### src/rtl/fifo_demand_paging_mmu_unit_macros.svh
// Assertion macros for the demand-paging translator.
// Used by the top level; needs nothing else.
`ifndef FIFO_DEMAND_PAGING_MMU_UNIT_MACROS_SVH
`define FIFO_DEMAND_PAGING_MMU_UNIT_MACROS_SVH

// same-cycle implication, off during reset
`define FDP_ASSERT_IMPL(LBL, CLK, RSTN, ANT, CON) \
  LBL: assert property (@(posedge CLK) disable iff (!RSTN) (ANT) |-> (CON)) \
    else $error("fdp: same-cycle check failed");

// next-cycle implication, off during reset
`define FDP_ASSERT_NEXT(LBL, CLK, RSTN, ANT, CON) \
  LBL: assert property (@(posedge CLK) disable iff (!RSTN) (ANT) |=> (CON)) \
    else $error("fdp: next-cycle check failed");

`endif

### src/rtl/fdp_pkg.sv
// Shared types and codes of the demand-paging translator.
// No dependencies; imported by every module of the block.
package fdp_pkg;

  localparam int ADDR_W     = 16;
  localparam int IDX_W      = 6;
  localparam int VAL_W      = 16;
  localparam int BLK_OUT_W  = 16;
  localparam int CFG_W      = 7;
  localparam int CFG_ADDR_W = 3;
  localparam int APB_W      = 32;

  localparam logic [1:0] OP_READ  = 2'd0;
  localparam logic [1:0] OP_WRITE = 2'd1;
  localparam logic [1:0] OP_DISK  = 2'd2;
  localparam logic [1:0] OP_LOAD  = 2'd3;

  localparam logic [1:0] ST_OK    = 2'd0;
  localparam logic [1:0] ST_FAULT = 2'd1;
  localparam logic [1:0] ST_RANGE = 2'd2;

  localparam logic REG_PAGE_COUNT  = 1'b0;
  localparam logic REG_FRAME_COUNT = 1'b1;

  typedef struct packed {
    logic cap;   // latch the accepted transaction
    logic rd_a;  // read tables at frame / page of the transaction
    logic rd_b;  // read tables at the victim page
    logic upd;   // commit table updates, produce result
  } cmd_t;

  typedef struct packed {
    logic [1:0]           status;
    logic [ADDR_W-1:0]    phys;
    logic [IDX_W-1:0]     vpage;
    logic                 vdirty;
    logic [BLK_OUT_W-1:0] wblk;
    logic [BLK_OUT_W-1:0] fblk;
  } res_t;

endpackage

### src/rtl/fifo_demand_paging_mmu_unit.sv
// Top level of the FIFO demand-paging translator: APB registers, output stage.
// Depends on fdp_pkg, fdp_ctrl, fdp_datapath and the assertion macro header.
`include "fifo_demand_paging_mmu_unit_macros.svh"

// A transaction is latched at its accepting edge; state RDA then reads the
// frame table and the page's entry, state RDB reads the victim page's entry
// and state UPD updates the tables and loads the result into the output
// register. The next transaction is taken in the cycle after the update, so
// one transaction at a time is in flight; a result that sits untaken in the
// output register holds the update step.
// The sequence is set by the single read port of each table memory. Tables
// need no clearing pass: valid bits reset at once. The user must write
// page_count and frame_count only while the block is idle; it is not enforced.
module fifo_demand_paging_mmu_unit import fdp_pkg::*; #(
  parameter int MAX_PAGES       = 64,
  parameter int OFFSET_BITS     = 10,
  parameter int DISK_BLOCK_BITS = 16
) (
  input  logic                  clk,
  input  logic                  rst_n,
  input  logic                  in_valid,
  output logic                  in_stall,
  input  logic [1:0]            in_opcode,
  input  logic [ADDR_W-1:0]     in_logical_address,
  input  logic [IDX_W-1:0]      in_entry_index,
  input  logic [VAL_W-1:0]      in_entry_value,
  output logic                  out_valid,
  input  logic                  out_stall,
  output logic [1:0]            out_status,
  output logic [ADDR_W-1:0]     out_physical_address,
  output logic [IDX_W-1:0]      out_victim_page,
  output logic                  out_victim_dirty,
  output logic [BLK_OUT_W-1:0]  out_writeback_block,
  output logic [BLK_OUT_W-1:0]  out_fetch_block,
  input  logic                  psel,
  input  logic                  penable,
  input  logic                  pwrite,
  input  logic [CFG_ADDR_W-1:0] paddr,
  input  logic [APB_W-1:0]      pwdata,
  output logic [APB_W-1:0]      prdata,
  output logic                  pready
);

  cmd_t             cmd;
  res_t             res, out_res_r;
  logic             out_valid_r, out_free;
  logic [CFG_W-1:0] page_count_r, frame_count_r;

  assign pready   = 1'b1;
  assign out_free = !out_valid_r || !out_stall;

  always_ff @(posedge clk) begin
    if (!rst_n) begin
      page_count_r  <= CFG_W'(64);
      frame_count_r <= CFG_W'(64);
    end else if (psel && penable && pwrite && pready) begin
      unique case (paddr[2])
        REG_PAGE_COUNT:  page_count_r  <= pwdata[CFG_W-1:0];
        REG_FRAME_COUNT: frame_count_r <= pwdata[CFG_W-1:0];
        default: ;
      endcase
    end
  end

  always_comb begin
    unique case (paddr[2])
      REG_PAGE_COUNT:  prdata = APB_W'(page_count_r);
      REG_FRAME_COUNT: prdata = APB_W'(frame_count_r);
      default:         prdata = '0;
    endcase
  end

  fdp_ctrl u_ctrl (
    .clk      (clk),
    .rst_n    (rst_n),
    .in_valid (in_valid),
    .in_stall (in_stall),
    .out_free (out_free),
    .cmd      (cmd)
  );

  fdp_datapath #(
    .MAX_PAGES       (MAX_PAGES),
    .OFFSET_BITS     (OFFSET_BITS),
    .DISK_BLOCK_BITS (DISK_BLOCK_BITS)
  ) u_dp (
    .clk                (clk),
    .rst_n              (rst_n),
    .cmd                (cmd),
    .page_count         (page_count_r),
    .frame_count        (frame_count_r),
    .in_opcode          (in_opcode),
    .in_logical_address (in_logical_address),
    .in_entry_index     (in_entry_index),
    .in_entry_value     (in_entry_value),
    .res                (res)
  );

  // output register: loads only when empty or being taken
  always_ff @(posedge clk) begin
    if (!rst_n) begin
      out_valid_r <= 1'b0;
    end else if (cmd.upd) begin
      out_valid_r <= 1'b1;
    end else if (!out_stall) begin
      out_valid_r <= 1'b0;
    end
  end

  always_ff @(posedge clk) begin
    if (cmd.upd) out_res_r <= res;
  end

  assign out_valid            = out_valid_r;
  assign out_status           = out_res_r.status;
  assign out_physical_address = out_res_r.phys;
  assign out_victim_page      = out_res_r.vpage;
  assign out_victim_dirty     = out_res_r.vdirty;
  assign out_writeback_block  = out_res_r.wblk;
  assign out_fetch_block      = out_res_r.fblk;

  `FDP_ASSERT_IMPL(a_no_cap_during_upd, clk, rst_n, in_valid && !in_stall, !cmd.upd)
  `FDP_ASSERT_NEXT(a_upd_gives_result, clk, rst_n, cmd.upd, out_valid)
  `FDP_ASSERT_NEXT(a_busy_after_accept, clk, rst_n, in_valid && !in_stall, in_stall)

endmodule

### src/rtl/fdp_ctrl.sv
// Sequencer of the demand-paging translator: accept, two table reads, update.
// Depends on fdp_pkg.
module fdp_ctrl import fdp_pkg::*; (
  input  logic clk,
  input  logic rst_n,
  input  logic in_valid,
  output logic in_stall,
  input  logic out_free,
  output cmd_t cmd
);

  localparam logic [1:0] S_IDLE = 2'd0;
  localparam logic [1:0] S_RDA  = 2'd1;
  localparam logic [1:0] S_RDB  = 2'd2;
  localparam logic [1:0] S_UPD  = 2'd3;

  logic [1:0] state_r, state_nxt;

  assign in_stall = (state_r != S_IDLE);

  always_comb begin
    cmd.cap  = in_valid && (state_r == S_IDLE);
    cmd.rd_a = (state_r == S_RDA);
    cmd.rd_b = (state_r == S_RDB);
    cmd.upd  = (state_r == S_UPD) && out_free;
  end

  always_comb begin
    state_nxt = state_r;
    unique case (state_r)
      S_IDLE: if (in_valid) state_nxt = S_RDA;
      S_RDA:  state_nxt = S_RDB;
      S_RDB:  state_nxt = S_UPD;
      S_UPD:  if (out_free) state_nxt = S_IDLE;
      default: state_nxt = S_IDLE;
    endcase
  end

  always_ff @(posedge clk) begin
    if (!rst_n) begin
      state_r <= S_IDLE;
    end else begin
      state_r <= state_nxt;
    end
  end

endmodule

### src/rtl/fdp_datapath.sv
// Page tables, frame table, FIFO pointer and translation logic.
// Depends on fdp_pkg; driven by the command struct of fdp_ctrl.
module fdp_datapath import fdp_pkg::*; #(
  parameter int MAX_PAGES       = 64,
  parameter int OFFSET_BITS     = 10,
  parameter int DISK_BLOCK_BITS = 16
) (
  input  logic              clk,
  input  logic              rst_n,
  input  cmd_t              cmd,
  input  logic [CFG_W-1:0]  page_count,
  input  logic [CFG_W-1:0]  frame_count,
  input  logic [1:0]        in_opcode,
  input  logic [ADDR_W-1:0] in_logical_address,
  input  logic [IDX_W-1:0]  in_entry_index,
  input  logic [VAL_W-1:0]  in_entry_value,
  output res_t              res
);

  localparam int PAGE_W = (MAX_PAGES > 1) ? $clog2(MAX_PAGES) : 1;
  localparam int IW     = (PAGE_W > IDX_W) ? PAGE_W : IDX_W;
  localparam int CMP_W  = (PAGE_W + 1 > CFG_W) ? PAGE_W + 1 : CFG_W;
  localparam int LA_W   = ADDR_W + 1;
  localparam int BW     = DISK_BLOCK_BITS;
  localparam logic [ADDR_W-1:0] OFS_MASK = ADDR_W'((64'd1 << OFFSET_BITS) - 64'd1);

  // captured transaction
  logic [1:0]        op_r;
  logic [ADDR_W-1:0] la_r;
  logic [IDX_W-1:0]  idx_r;
  logic [VAL_W-1:0]  val_r;

  // tables
  logic [PAGE_W-1:0] pf_mem_r [MAX_PAGES];  // page -> frame
  logic [PAGE_W-1:0] fp_mem_r [MAX_PAGES];  // frame -> page
  logic [BW-1:0]     db_mem_r [MAX_PAGES];  // page -> disk block
  logic [MAX_PAGES-1:0] page_valid_r, page_dirty_r, fp_vld_r;
  logic [MAX_PAGES-1:0] page_valid_nxt, page_dirty_nxt;
  logic [PAGE_W-1:0] ptr_r, ptr_nxt;

  // registered read data
  logic [PAGE_W-1:0] fp_rd_r, pf_pg_r, pf_old_r;
  logic              fpv_rd_r;
  logic [BW-1:0]     db_pg_r, db_old_r;

  logic [LA_W-1:0]   la_page;
  logic [ADDR_W-1:0] ofs;
  logic              acc_oor, is_acc, hit, fault, setld, setdb, mapped, acc_ok;
  logic [PAGE_W-1:0] acc_pg, idx_p, vpg_p, tgt_pg, sel_fr, old_pg, raddr, frame_out;
  logic [IW-1:0]     idx_ext, vpg_ext;
  logic              idx_ok, vpg_ok;
  logic [CMP_W-1:0]  fr1, fc, fiu;

  always_ff @(posedge clk) begin
    if (cmd.cap) begin
      op_r  <= in_opcode;
      la_r  <= in_logical_address;
      idx_r <= in_entry_index;
      val_r <= in_entry_value;
    end
  end

  always_comb begin
    la_page = {1'b0, la_r} >> OFFSET_BITS;
    ofs     = la_r & OFS_MASK;
    acc_oor = (la_page >= LA_W'(page_count)) || (la_page >= LA_W'(MAX_PAGES));
    acc_pg  = la_page[PAGE_W-1:0];
    idx_ext = IW'(idx_r);
    vpg_ext = IW'(val_r[IDX_W-1:0]);
    idx_ok  = {1'b0, idx_ext} < (IW + 1)'(MAX_PAGES);
    vpg_ok  = {1'b0, vpg_ext} < (IW + 1)'(MAX_PAGES);
    idx_p   = idx_ext[PAGE_W-1:0];
    vpg_p   = vpg_ext[PAGE_W-1:0];
    is_acc  = (op_r == OP_READ) || (op_r == OP_WRITE);
    tgt_pg  = is_acc ? acc_pg : vpg_p;
    sel_fr  = is_acc ? ptr_r : idx_p;
    // an unloaded frame holds page zero
    old_pg  = fpv_rd_r ? fp_rd_r : '0;
    raddr   = cmd.rd_a ? tgt_pg : old_pg;

    hit     = page_valid_r[acc_pg];
    acc_ok  = is_acc && !acc_oor;
    fault   = acc_ok && !hit;
    setld   = (op_r == OP_LOAD) && idx_ok && vpg_ok;
    setdb   = (op_r == OP_DISK) && idx_ok;
    // victim counts only if its entry still points at this frame
    mapped  = page_valid_r[old_pg] && (pf_old_r == sel_fr);
    frame_out = hit ? pf_pg_r : sel_fr;

    fr1 = CMP_W'(ptr_r) + CMP_W'(1);
    fc  = CMP_W'(frame_count);
    if (fc == '0) begin
      fiu = CMP_W'(1);
    end else if (fc > CMP_W'(MAX_PAGES)) begin
      fiu = CMP_W'(MAX_PAGES);
    end else begin
      fiu = fc;
    end
    ptr_nxt = (fr1 >= fiu) ? '0 : fr1[PAGE_W-1:0];
  end

  always_comb begin
    res = '0;
    if (acc_oor && is_acc) begin
      res.status = ST_RANGE;
    end else if (fault) begin
      res.status = ST_FAULT;
    end else begin
      res.status = ST_OK;
    end
    if (acc_ok) begin
      res.phys = ADDR_W'((32'(frame_out) << OFFSET_BITS) + 32'(ofs));
    end
    if (fault) begin
      res.vpage = IDX_W'(old_pg);
      res.fblk  = BLK_OUT_W'(db_pg_r);
      if (mapped && page_dirty_r[old_pg]) begin
        res.vdirty = 1'b1;
        res.wblk   = BLK_OUT_W'(db_old_r);
      end
    end
  end

  always_comb begin
    page_valid_nxt = page_valid_r;
    page_dirty_nxt = page_dirty_r;
    if (cmd.upd) begin
      if ((fault || setld) && mapped) begin
        page_valid_nxt[old_pg] = 1'b0;
        page_dirty_nxt[old_pg] = 1'b0;
      end
      // new mapping overrides the invalidation when the pages coincide
      if (fault || setld) begin
        page_valid_nxt[tgt_pg] = 1'b1;
        page_dirty_nxt[tgt_pg] = fault && (op_r == OP_WRITE);
      end
      if (acc_ok && hit && (op_r == OP_WRITE)) page_dirty_nxt[acc_pg] = 1'b1;
    end
  end

  always_ff @(posedge clk) begin
    if (cmd.upd && (fault || setld)) pf_mem_r[tgt_pg] <= sel_fr;
    if (cmd.rd_a) pf_pg_r  <= pf_mem_r[raddr];
    if (cmd.rd_b) pf_old_r <= pf_mem_r[raddr];
  end

  always_ff @(posedge clk) begin
    if (cmd.upd && setdb) db_mem_r[idx_p] <= BW'(val_r);
    if (cmd.rd_a) db_pg_r  <= db_mem_r[raddr];
    if (cmd.rd_b) db_old_r <= db_mem_r[raddr];
  end

  always_ff @(posedge clk) begin
    if (cmd.upd && (fault || setld)) fp_mem_r[sel_fr] <= tgt_pg;
    if (cmd.rd_a) fp_rd_r <= fp_mem_r[sel_fr];
  end

  always_ff @(posedge clk) begin
    if (!rst_n) begin
      page_valid_r <= '0;
      page_dirty_r <= '0;
      fp_vld_r     <= '0;
      ptr_r        <= '0;
      fpv_rd_r     <= 1'b0;
    end else begin
      page_valid_r <= page_valid_nxt;
      page_dirty_r <= page_dirty_nxt;
      if (cmd.rd_a) fpv_rd_r <= fp_vld_r[sel_fr];
      if (cmd.upd) begin
        if (fault || setld) fp_vld_r[sel_fr] <= 1'b1;
        if (fault) ptr_r <= ptr_nxt;
      end
    end
  end

endmodule

### config.mk
export PLATFORM = sky130hd
export DESIGN_NAME = fifo_demand_paging_mmu_unit
export DESIGN_NICKNAME = d
export VERILOG_FILES = /design/src/rtl/fdp_pkg.sv /design/src/rtl/fifo_demand_paging_mmu_unit.sv /design/src/rtl/fdp_ctrl.sv /design/src/rtl/fdp_datapath.sv
export VERILOG_INCLUDE_DIRS = /design/src /design/src/rtl
export SDC_FILE = /design/constraint.sdc
export NUM_CORES = 2
export LEC_CHECK = 0
export ABC_CLOCK_PERIOD_IN_PS = 6400
export BUFFER_PORTS_ARGS = -buffer_cell sky130_fd_sc_hd__buf_2
export CAP_MARGIN = 20
export CORE_UTILIZATION = 25
export CTS_CLUSTER_DIAMETER = 120
export DETAILED_ROUTE_END_ITERATION = 16
export HOLD_SLACK_MARGIN = 0.02
export MAX_ROUTING_LAYER = met4
export PLACE_DENSITY_LB_ADDON = 0.1
export SKIP_CTS_REPAIR_TIMING = 1
export SYNTH_ARGS = -nofsm -noshare
export SYNTH_HDL_FRONTEND = slang
export SYNTH_SLANG_ARGS = --single-unit
### constraint.sdc
create_clock -name clk -period 6.4 [get_ports clk]
set_input_delay 0.64 -clock clk [delete_from_list [all_inputs] [get_ports clk]]
set_output_delay 0.64 -clock clk [all_outputs]
set_load 0.01 [all_outputs]
### Word-level counts from Yosys, hierarchy flattened

Memories as Yosys holds them, arrays and structs flattened. A register that Yosys moved wholly into a read port is not among the register bits.
Cells that the tools add are included.

* bits in writable memories: 1792
* flip-flop bits (word level): 357
* memories kept: 3
* input bits: 82
* output and inout bits: 92

Memory list
* u_dp.db_mem_r: words 64, width 16, read ports 1, clocked after memory_dff 0, wr ports 1, RTL line fdp_datapath.sv:36 `logic [BW-1:0] db_mem_r [MAX_PAGES];`
* u_dp.fp_mem_r: words 64, width 6, read ports 1, clocked after memory_dff 1, wr ports 1, RTL line fdp_datapath.sv:35 `logic [PAGE_W-1:0] fp_mem_r [MAX_PAGES];`
* u_dp.pf_mem_r: words 64, width 6, read ports 1, clocked after memory_dff 0, wr ports 1, RTL line fdp_datapath.sv:34 `logic [PAGE_W-1:0] pf_mem_r [MAX_PAGES];`

* bitwise operators: 7
* reductions and logical operators: 37
* multiplexer cells: 45
* equality and inequality tests: 10
* add/subtract/negate cells: 2
* order comparisons: 12

Operators by type and width (number)
* $mux W64: 8
* $or A64 B64 Y64: 3
* $and A64 B64 Y64: 2
* $bwmux W64: 1
* $not A64 Y64: 1
* $pmux W32 S2: 1
* $mux W6: 6
* $lt A6 B7 Y1 const B: 4
* $bmux W1 S6: 4
* $demux W1 S6: 4
* $ge A6 B1 Y1 const B: 4
* $logic_and A1 B1 Y1: 19
* $mux W17: 1
* $add A16 B10 Y16: 1
* $mux W1: 15
* $mux W7: 2
* $reduce_and A2 Y1: 6
* $eq A2 B2 Y1 const B: 4
* $pmux W2 S4: 1
* $add A6 B1 Y7 const B: 1
* $ge A6 B7 Y1: 1
* $ge A6 B7 Y1 const B: 1
* $ge A7 B7 Y1: 1
* $gt A7 B7 Y1 const B: 1
* other kinds (11): 21

### Logic depth before layout (Yosys ltp)

* word-level depth: 14
* gate-level depth with buffers: 15
* mapped depth without buffers: 12

### Hierarchy

From an unflattened synthesis, not the netlist that was laid out.

* cells, all modules: 6895
* area, all modules: 87880.5 µm²

By module, submodules not included
* fdp_datapath: cells each 6724, times used 1, area each 85112.9 µm², seq. area each 60498.0 µm²
* fifo_demand_paging_mmu_unit: cells each 151, times used 1, area each 2587.5 µm², seq. area each 2011.9 µm²
* fdp_ctrl: cells each 20, times used 1, area each 180.2 µm², seq. area each 40.0 µm²

### Least setup slack after synthesis

OpenSTA, ideal clock, no wires.

* path kind: flip-flop to flip-flop
* start point: reg u_dp.val_r[5]
* end point: mem u_dp.pf_mem_r[0][0] in the netlist's numbering (enable)
* cell stages (with the launch flop): 6
* period minus slack after synthesis: 4315 ps
* arrival: 3936 ps
* path slack: 2085 ps
* cell sequence: edfxtp_1 > mux2i_1 > clkinv_1 > nor3_1 > nand2_1 > nor3_1

* cells in the longest elaborated chain, start to end: 1

Ends and longest elaborated chain
* from (decl): RTL line fdp_datapath.sv:31 `logic [VAL_W-1:0] val_r;`
* from (signal assigned): RTL line fdp_datapath.sv:59 `val_r <= in_entry_value;`
* $mux W6: RTL line fdp_datapath.sv:75 `tgt_pg = is_acc ? acc_pg : vpg_p;`
* named net u_dp.tgt_pg[5]: RTL line fdp_datapath.sv:49 `logic [PAGE_W-1:0] acc_pg, idx_p, vpg_p, tgt_pg, sel_fr, old_pg, raddr, frame_out;`
* to (decl): RTL line fdp_datapath.sv:34

The timed path passes the listed nets, and every way through them passes these cells.

### Final worst setup path

* start point: reg u_dp.la_r[15]
* end point: mem u_dp.pf_mem_r[44][5] in the netlist's numbering (enable)

* cells in the longest elaborated chain, start to end: 9
* elaborated cells between the ends (all ways): 14

Ends and longest elaborated chain
* from (decl): RTL line fdp_datapath.sv:29 `logic [ADDR_W-1:0] la_r;`
* from (signal assigned): RTL line fdp_datapath.sv:57 `la_r <= in_logical_address;`
* parallel branches: the longest is 9 deep, another holds $bmux W1 S6

Parallel ways; which one is timed is not known. The select of a mux whose other input is x is not followed.

==> results.txt <==
Status: complete, no violations
Synth area leader: edfxtp_1
Clock skew: 0.06177 ns
H-tree depth: 5
GPL Wtd Cong: 0.8345
Hpwl dp: 178400 um
Die height: 587.7 um
LEAKAGE: 32.06 nW
Synth Flop Type: edfxtp_1
Max-Cap Viols: 0
Slew @ Worst Pin: 1.146 ns
Yosys reg bits: 2155
Cell count after synthesis: 5166
Initial DRC count: 4257
Post-route cell area: 102200 um^2
Crit Path Category: flop to flop
Nets@finish: 5685
Synth warnings: 0
Most common cell after layout, fill and taps aside: edfxtp_1
Worst min-delay path class: input pin to flop
Later-pin clock latency in the skew report: 0.85 ns
Vias in the first global route: 50695
Fmax: 204.5 MHz
Max Slew Vio Count: 0
Fin cells: 10319
CTS tree: done
Initial Utilization: 25.18%
Crit end category: flop
Total die area: 345400 um^2
Placed cell areas: 93620 um^2
Slew HR: 23.30%
Multi-input logic area: 21900 um^2
Post-DR vias/cell: 4.854
Vias: 50090
# fillers: 33795
Combinational share of power: 26.1%
Die W: 587.7 um
Worst-path fanout max: 17
Site Rows: 214
Post-synthesis async set-or-reset flop share: 0%
Critical path required time: 6.96 ns
Clock-pin slew on the worst setup and hold paths: 0.05 ns
CTS buffer count: 266
CTS Sinks: 2155
Setup TNS: 0 ns
Largest net degree at the start of global routing: 95
First-pass detailed-route iteration total: 7
Crit path arrival time: 5.45 ns
IO buf count: 120
Ports: 174
Switching share of power: 32.60%
Max VDD drop: 0.2552 mV
Initial antenna violation count: 9
Yosys cell types: 84
Seq/Total Area, Yosys: 72.93%
PwrDens: 413.0 nW/um^2
Grt ovf: 0
Most frequent cells in the layout: edfxtp_1, nand2_1, mux4_2
Antenna Violating Nets Remaining: 0
Flop pwr share: 40.0%
Final hold vios: 0
RSZ-0062 raised after global routing: no
Synth top area share: 67.88%
DRC viols: 0
Core footprint: 340600 um^2
Global-route wire length before repair: 409600 um
Layout cells sized above 1: 22.22%
Number of enable flip-flop cells after synthesis: 1939
Mean Syn Cell Area: 16.60 um^2
Critical Path Start Type: flop
Max clock buf depth: 4
Clock Power Share: 33.9%
Final worst path period share: 76.40%
Avg WL per Cell: 28.41 um
Synth area leaders: edfxtp_1, mux4_2, dfxtp_1
Final WL: 293200 um
Placed Cells: 9809
Seq. cell area: 62550 um^2
Final min period: 4.890 ns
GRT Overall Usage: 17.05%
Setup Viol. Count Final: 0
Synth-to-layout area growth: 19.11%
CTS Root Cell: clkbuf_16
P_int: 28.44 mW
NetSw: 13.76 mW
Cell Area, Synth: 85770 um^2
synth_stat cells, types with 8 or more instances:
master / number
and2_1: 51
a221oi_1: 91
a41oi_1: 25
inv_1: 35
a22o_1: 32
nor4_1: 18
xnor2_1: 8
o22ai_1: 51
nor2_1: 229
a21oi_1: 70
nand4_1: 12
a31oi_1: 63
nand3b_1: 11
nand2b_1: 14
ha_1: 19
o211ai_1: 19
clkbuf_1: 240
dfxtp_1: 216
o21ai_0: 181
nor2b_1: 13
edfxtp_1: 1939
mux2_2: 16
a311oi_1: 24
a22oi_1: 167
o21a_1: 74
mux4_2: 361
buf_1: 25
nor3_1: 64
mux2i_1: 41
o31a_1: 70
o31ai_1: 34
buf_2: 58
o221ai_1: 45
a21boi_0: 19
nand3_1: 206
buf_4: 33
nand2_1: 490
a211oi_1: 11
kinds of logic after synthesis:
| group | share of synthesized area [%] |
|---|---|
| other | 0.008756 |
| xor gates and xnor gates | 0.1021 |
| muxes | 10.20 |
| buffers and inverters | 2.007 |
| adders and majority gates | 0.2772 |
| AOI/OAI and AO/OA | 8.550 |
| DFF | 72.93 |
| and+or+nand+nor | 5.930 |
power groups by stage:
| stage | clock network (mW) | registers, mW | logic (mW) |
|---|---|---|---|
| 3_5_place_dp | 0 | 17.2 | 11.3 |
| 6_report | 14.3 | 16.9 | 11.0 |
| 3_3_place_gp | 0 | 17.2 | 11.3 |
| 4_1_cts | 14.7 | 16.9 | 11.3 |
| 5_1_grt | 15.2 | 16.9 | 11.7 |
| 2_1_floorplan | 0 | 17.2 | 5.82 |
critical path: stages, from the launching register on:
cell and delay (ns):
edfxtp_1 1.08, ha_1 0.41, a21oi_1 0.19, o211ai_1 0.19, a21oi_2 0.55, a41oi_4 0.52
nand2b_1 0.65, buf_4 0.41, nor2_1 0.33, buf_4 0.24
registers in the layout, summed over array words and instances, names as in the netlist, 64 cells and up:
| name | flops |
|---|---|
| u_dp.db_mem_r | 1024 |
| u_dp.page_valid_r | 64 |
| u_dp.pf_mem_r | 384 |
| u_dp.fp_mem_r | 384 |
| u_dp.fp_vld_r | 64 |
| u_dp.page_dirty_r | 64 |
worst paths after layout:
kind                          start                   end  slack [ns]  cells past startpoint
setup / recovery      u_dp.la_r[15]  u_dp.pf_mem_r[44][5]        1.51                      9
hold / removal            pwdata[0]      frame_count_r[0]        0.06                      3
setup reg to reg      u_dp.la_r[15]  u_dp.pf_mem_r[44][5]        1.51                      9
hold reg to reg   u_dp.fp_vld_r[46]     u_dp.fp_vld_r[46]        0.45                      2
area by class of cell:
cell class	instances	share of cell area [%]
tap	4536	5.555
timing repair buffer	487	3.726
multi-input combinational	2637	21.44
inverter	37	0.1408
antenna	9	0.02204
sequential	2155	61.23
clock buffer	354	7.052
clock inverter	104	0.8389
metal layers:
layer / global-route usage [%] / vias up / share of wire, %
li1: - / 21689 / -
met1: 23.05 / 26432 / 45
met2: 26.76 / 1508 / 47
met3: 2.331 / 461 / 4.7
met4: 4.849 / 0 / 2.9
met5: - / - / 0
per-stage QoR:
stage	util [%]	total power, mW	hold slack [ns]	setup WS (ns)
finish	30.00	42.19	0.06233	1.510
global route	29.99	43.82	0.02674	1.384
CTS	29.86	42.91	-0.09710	1.403
detailed placement	27.49	28.47	0.4426	1.415
global placement	27.47	28.46	0.4327	1.502
floorplan	-	23.02	0.4251	2.085
Note: power is estimated with default switching activity, not from simulation.
